--- config.mk ---
export PLATFORM = sky130hd
export DESIGN_NAME = ebnts_serial
export DESIGN_NICKNAME = d
export VERILOG_FILES = /design/src/rtl/core/ebnts_pkg.sv /design/src/rtl/core/ebnts_serial.sv
export SDC_FILE = /design/constraint.sdc
export NUM_CORES = 2
export LEC_CHECK = 0
export BUFFER_PORTS_ARGS = -buffer_cell sky130_fd_sc_hd__buf_2
export CORE_ASPECT_RATIO = 1.4
export CORE_MARGIN = 4
export CORE_UTILIZATION = 40
export CTS_CLUSTER_DIAMETER = 60
export CTS_CLUSTER_SIZE = 24
export DETAILED_ROUTE_END_ITERATION = 8
export SETUP_SLACK_MARGIN = 0.3
export SYNTH_ARGS = -nofsm -noshare
export SYNTH_HDL_FRONTEND = slang
export SYNTH_SLANG_ARGS = --single-unit
export TNS_END_PERCENT = 100
--- constraint.sdc ---
create_clock -name clk -period 18.89 [get_ports clk]
set_input_delay 0.9445 -clock clk [delete_from_list [all_inputs] [get_ports clk]]
set_output_delay 0.9445 -clock clk [all_outputs]
set_load 0.05 [all_outputs]
--- src/rtl/core/ebnts_pkg.sv ---
package ebnts_pkg;

    localparam int FRAC_BITS_DEF = 16;
    localparam int WORD_BITS_DEF = 32;
    localparam int MASS_W = 32;
    localparam int STEP_W = 16;
    localparam int ACC_W  = 32;
    localparam int CFG_IDX_W = 2;

    localparam logic [CFG_IDX_W-1:0] REG_MASS  = 2'd0;
    localparam logic [CFG_IDX_W-1:0] REG_STEP  = 2'd1;
    localparam logic [CFG_IDX_W-1:0] REG_ACCEL = 2'd2;

    localparam logic [1:0] KIND_FORCE = 2'd0;
    localparam logic [1:0] KIND_ADDP  = 2'd1;
    localparam logic [1:0] KIND_ADDV  = 2'd2;
    localparam logic [1:0] KIND_OPP   = 2'd3;

    localparam logic [MASS_W-1:0] MASS_RST  = 32'd65536;
    localparam logic [STEP_W-1:0] STEP_RST  = 16'd1092;
    localparam logic [ACC_W-1:0]  ACCEL_RST = 32'd65536;

    typedef enum logic [1:0] {
        SER_IDLE,
        SER_RUN,
        SER_DONE
    } ser_state_t;

    // Opcode for the serial arithmetic unit.
    typedef enum logic [1:0] {
        OP_MUL,
        OP_DIV,
        OP_SQRT
    } ser_op_t;

    // Steps of the item sequencer in the top level.
    typedef enum logic [4:0] {
        ST_IDLE, ST_ADD, ST_DV_MUL, ST_DV_DIV, ST_DV_ADD, ST_DP_MUL, ST_DP_ADD,
        ST_SC_MX, ST_SC_MY, ST_SC_CMP, ST_FT, ST_F_SX, ST_F_SY, ST_F_SQRT,
        ST_F_M1, ST_F_M2, ST_F_DIV, ST_F_SAT, ST_OUT
    } main_state_t;

endpackage

--- src/rtl/core/ebnts_serial.sv ---
// Shared bit-serial unit: shift-add multiply, restoring divide and
// digit-by-digit square root, one result bit per cycle.
module ebnts_serial #(
    parameter int W = 128
) (
    input  logic                clk,
    input  logic                rst_n,
    input  logic                start,
    input  ebnts_pkg::ser_op_t  op,
    input  logic [W-1:0]        a,
    input  logic [W-1:0]        b,
    output logic                done,
    output logic [W-1:0]        result
);

    localparam int CW = $clog2(W + 1);

    ebnts_pkg::ser_state_t state_reg, state_next;
    ebnts_pkg::ser_op_t    op_reg;
    logic [CW-1:0] cnt_reg, cnt_next;
    logic [W-1:0]  acc_reg, acc_next;
    logic [W-1:0]  sh_reg, sh_next;
    logic [W:0]    rem_reg, rem_next;
    logic [W-1:0]  opb_reg;
    logic [W:0]    trial;
    logic [W:0]    rem_sh;

    // Control state.
    always_ff @(posedge clk or negedge rst_n)
    begin
        if (!rst_n)
        begin
            state_reg <= ebnts_pkg::SER_IDLE;
            cnt_reg   <= '0;
        end
        else
        begin
            state_reg <= state_next;
            cnt_reg   <= cnt_next;
        end
    end

    // Working registers.
    always_ff @(posedge clk)
    begin
        acc_reg <= acc_next;
        sh_reg  <= sh_next;
        rem_reg <= rem_next;
        if (start)
        begin
            op_reg  <= op;
            opb_reg <= b;
        end
    end

    // One step per cycle of the chosen recurrence.
    always_comb
    begin
        state_next = state_reg;
        cnt_next   = cnt_reg;
        acc_next   = acc_reg;
        sh_next    = sh_reg;
        rem_next   = rem_reg;
        trial      = '0;
        rem_sh     = '0;
        case (state_reg)
            ebnts_pkg::SER_IDLE:
            begin
                if (start)
                begin
                    state_next = ebnts_pkg::SER_RUN;
                    acc_next   = '0;
                    rem_next   = '0;
                    sh_next    = a;
                    cnt_next   = (op == ebnts_pkg::OP_SQRT) ? CW'(W / 2) : CW'(W);
                end
            end
            ebnts_pkg::SER_RUN:
            begin
                case (op_reg)
                    ebnts_pkg::OP_MUL:
                    begin
                        // Multiplier bits taken from the top down.
                        acc_next = {acc_reg[W-2:0], 1'b0} + (sh_reg[W-1] ? opb_reg : '0);
                        sh_next  = {sh_reg[W-2:0], 1'b0};
                    end
                    ebnts_pkg::OP_DIV:
                    begin
                        rem_sh = {rem_reg[W-1:0], sh_reg[W-1]};
                        trial  = rem_sh - {1'b0, opb_reg};
                        sh_next = {sh_reg[W-2:0], 1'b0};
                        if (!trial[W])
                        begin
                            rem_next = trial;
                            acc_next = {acc_reg[W-2:0], 1'b1};
                        end
                        else
                        begin
                            rem_next = rem_sh;
                            acc_next = {acc_reg[W-2:0], 1'b0};
                        end
                    end
                    default:
                    begin
                        // Two radicand bits in, one root bit out.
                        rem_sh = {rem_reg[W-2:0], sh_reg[W-1:W-2]};
                        trial  = rem_sh - {1'b0, acc_reg[W-3:0], 2'b01};
                        sh_next = {sh_reg[W-3:0], 2'b00};
                        if (!trial[W])
                        begin
                            rem_next = trial;
                            acc_next = {acc_reg[W-2:0], 1'b1};
                        end
                        else
                        begin
                            rem_next = rem_sh;
                            acc_next = {acc_reg[W-2:0], 1'b0};
                        end
                    end
                endcase
                cnt_next = cnt_reg - 1'b1;
                if (cnt_reg == CW'(1))
                begin
                    state_next = ebnts_pkg::SER_DONE;
                end
            end
            ebnts_pkg::SER_DONE:
            begin
                state_next = ebnts_pkg::SER_IDLE;
            end
            default:
            begin
                state_next = ebnts_pkg::SER_IDLE;
            end
        endcase
    end

    assign done   = (state_reg == ebnts_pkg::SER_DONE);
    assign result = acc_reg;

endmodule

==> results.py <==
metrics = {
    "sta": {
        "tightest_slew_ns": 1.28,
        "hold_violations": 0,
        "setup_tns_ns": 0,
        "drv_slew": 0,
        "relSlewSlack_pct": 13.4,
        "max_freq_mhz": 139,
        "rsz0062_at_grt": "false",
        "worst_slack_ns": 11.68,
        "skew_ns": 0.0864,
        "finalCritPeriodShare_pct": 38.2,
        "min_period_ns": 7.21,
        "setup_viol": 0,
    },
    "status": {
        "status": "complete, no violations",
    },
    "synthesis": {
        "syn_nets": 6972,
        "synth_async_sr_flop_share_pct": 1.91,
        "ys_top_cells_by_area": "edfxtp_1 31%, ha_1 9.6%, a21oi_1 7.4%",
        "yosysWarningCount": 0,
        "avgSynthCellArea_um2": 7.94,
        "netlist_area_um2": 50200,
        "synth_top_cell_by_area": "edfxtp_1",
        "ys.flop_type": "edfxtp_1",
        "synthCells": 6325,
        "synth_top_area_share_pct": 30.7,
        "synth-edff-count": 514,
        "ys_ff_latch": 524,
        "ys_seq_area_share_pct": 31.2,
        "yosys.cell_types.count": 93,
    },
    "grt": {
        "overflow": 0,
        "gr-usage-all-layers_pct": 32.1,
        "grt_pass1_vias": 49858,
        "grt_max_degree": 137,
        "grt_pass1_wl_um": 315000,
        "antenna_found_initial": 12,
    },
    "placement": {
        "gp_congestion": 1.02,
        "place_area_um2": 53200,
        "place_worst_setup_slack_ns": 12.00,
        "port_buffers": 389,
        "dp_hpwl_um": 176000,
    },
    "die": {
        "chipHeight_um": 427,
        "pin_count": 390,
        "dieArea_um2": 131000,
        "die_x_um": 307,
        "core_area_um2": 124000,
        "initial_core_util_pct": 40.3,
        "rows": 153,
    },
    "clock_network": {
        "post_cts_buffers": 0,
        "root_buffer": "clkbuf_16",
        "clk_pin_slew_worst_paths_ns": 0.10,
        "htreeDepth": 2,
        "cts_hold_buffers": 0,
        "tritoncts.num_buffers": 57,
        "cts_tree": "built",
        "insertion_delay_ns": 0.74,
        "post_cts_resize_count": 0,
        "clock-sinks": 524,
        "cts_buffer_depth": 3,
    },
    "drt": {
        "drc": 0,
        "dr.pass1.iters": 7,
        "wl_per_cell_um": 27.0,
        "ant_nets": 0,
        "viasPerCell": 6.15,
        "vias": 50076,
        "initialDrtViolationCount": 3741,
        "wl_um": 220000,
    },
    "critical_path": {
        "worst-path-max-fanout": 63,
        "cp_data_arrival_time_ns": 7.77,
        "critPathRequiredTime_ns": 19.44,
        "start_kind": "register",
        "crit_path_end_kind": "register",
        "path_class": "register to register",
        "crit_path_start": "sh_reg[127]",
        "timing.rr.start": "sh_reg[127]",
        "reg2reg_to": "result[112]",
        "regToRegSetupSlack_ns": 11.68,
        "worstRegToRegCells": 17,
    },
    "layout": {
        "design_area_um2": 55400,
        "syn2layout_area_growth_pct": 10.4,
        "drive_above_1_share_pct": 9.23,
        "final_nets": 7113,
    },
    "job": {
        "maxCapViolations": 0,
    },
    "hold_path": {
        "hold_class": "primary input to async pin",
    },
}
how the worst max path moves through the flow:
stage,end,depth (start not counted)
after CTS,result[112],17
after floorplan,rem_reg[0],6
after global placement,result[112],17
after global routing,result[112],17
final,result[112],17
after detailed placement,result[112],17
routing by layer:
layer | share of wire (%) | track usage, % | vias to the layer above
met5 | 0.0059 | 0 | -
met4 | 11 | 29.3 | 2
met3 | 6.6 | 6.46 | 804
met2 | 49 | 56.3 | 2031
met1 | 34 | 31.8 | 23841
li1 | - | - | 23398
kinds of logic (layout without fill, tap and decap cells):
| logic type | after synthesis | in the layout | share of synthesized area, % |
|---|---|---|---|
| compound gates | 2138 | 2138 | 26.0 |
| simple gates | 2050 | 2050 | 18.3 |
| buf+inv | 728 | 916 | 5.63 |
| flops | 524 | 524 | 31.2 |
| fa+ha+maj | 386 | 386 | 9.65 |
| xor+xnor | 349 | 349 | 6.14 |
| mux | 150 | 150 | 3.00 |
| other cells | 0 | 9 | 0 |
Yosys cell counts (11+ instances only):
library cell  instances
o21ai_0             541
o221ai_1             20
o21ai_1              12
a221oi_1             13
nor2b_1              59
ha_1                384
xor2_1              142
buf_1                17
nand2_1             825
edfxtp_1            514
and2_1               13
a211o_1              11
o21a_1               53
or3_1                24
nor4_1               35
a211oi_1            170
nor2_1              585
a21boi_0             22
buf_2                15
mux2i_1             148
nand3_1              58
a221o_1              11
inv_1               373
nor3_1              120
nand4_1             153
a21oi_1             746
a21o_1              159
clkbuf_1            312
and3_1               52
and4_1               24
o211ai_1             41
o21bai_1            106
or2_2                21
a311oi_1             19
nand2b_1             49
a31oi_1              57
o31ai_1              33
xnor2_1             205
metrics by stage:
step	hold slack, ns	utilization, %	cells
after CTS	0.0470	44.5	8140
after floorplan	0.449	-	6325
final	0.0630	44.5	8149
after detailed placement	0.472	42.8	8034
after global routing	0.0556	44.5	8146
after global placement	0.465	42.8	8034
cell usage in the layout, fill, tap and decap left out, types with 11 or more instances in the layout:
master	synthesis	layout
inv_16	0	11
nor2b_1	59	57
edfxtp_1	514	514
ha_1	384	384
a21oi_1	746	746
o211ai_1	41	41
nand3_1	58	57
nor2_1	585	583
xnor2_1	205	205
nand2_1	825	825
o31ai_1	33	33
a21o_1	159	159
a221o_1	11	11
o21ai_1	12	13
o21ai_0	541	539
o21a_1	53	53
nand2b_1	49	47
a311oi_1	19	19
buf_2	15	388
inv_1	373	372
nor3_1	120	120
nand4_1	153	153
and3_1	52	51
o21bai_1	106	106
a221oi_1	13	13
nor4_1	35	35
a31oi_1	57	57
mux2i_1	148	148
a21boi_0	22	22
or2_2	21	20
or3_1	24	24
xor2_1	142	142
and4_1	24	24
a211o_1	11	11
and2_1	13	13
o221ai_1	20	20
clkbuf_16	0	58
a211oi_1	170	170
buf_4	0	47
critical path, cell delays in order, from the launching register on:
cell and delay [ns]:
edfxtp_1 0.56, inv_4 0.35, buf_4 0.47, buf_4 0.71, nor2_1 0.12, ha_1 0.46
nand2_1 0.15, nor4_1 0.60, nand3_1 0.15, nor3_1 0.60, nor4bb_1 0.84, a21o_1 0.39
a21oi_1 0.20, o31ai_1 0.34, a21boi_0 0.27, o21a_1 0.27, or3_1 0.30, o211ai_1 0.16
layout make-up:
cell class / instances / area (um2)
fill: 12775 / 69000
multi-input combinational: 5073 / 31800
sequential: 524 / 15700
antenna: 9 / 22.5
clock inverter: 47 / 722
tap: 1627 / 2040
clock buffer: 59 / 1460
inverter: 374 / 1410
timing repair buffer: 436 / 2310
Power is left out: the tool's default activity adds up to more than one toggle a clock period on the data nets, which glitch-free logic cannot reach.
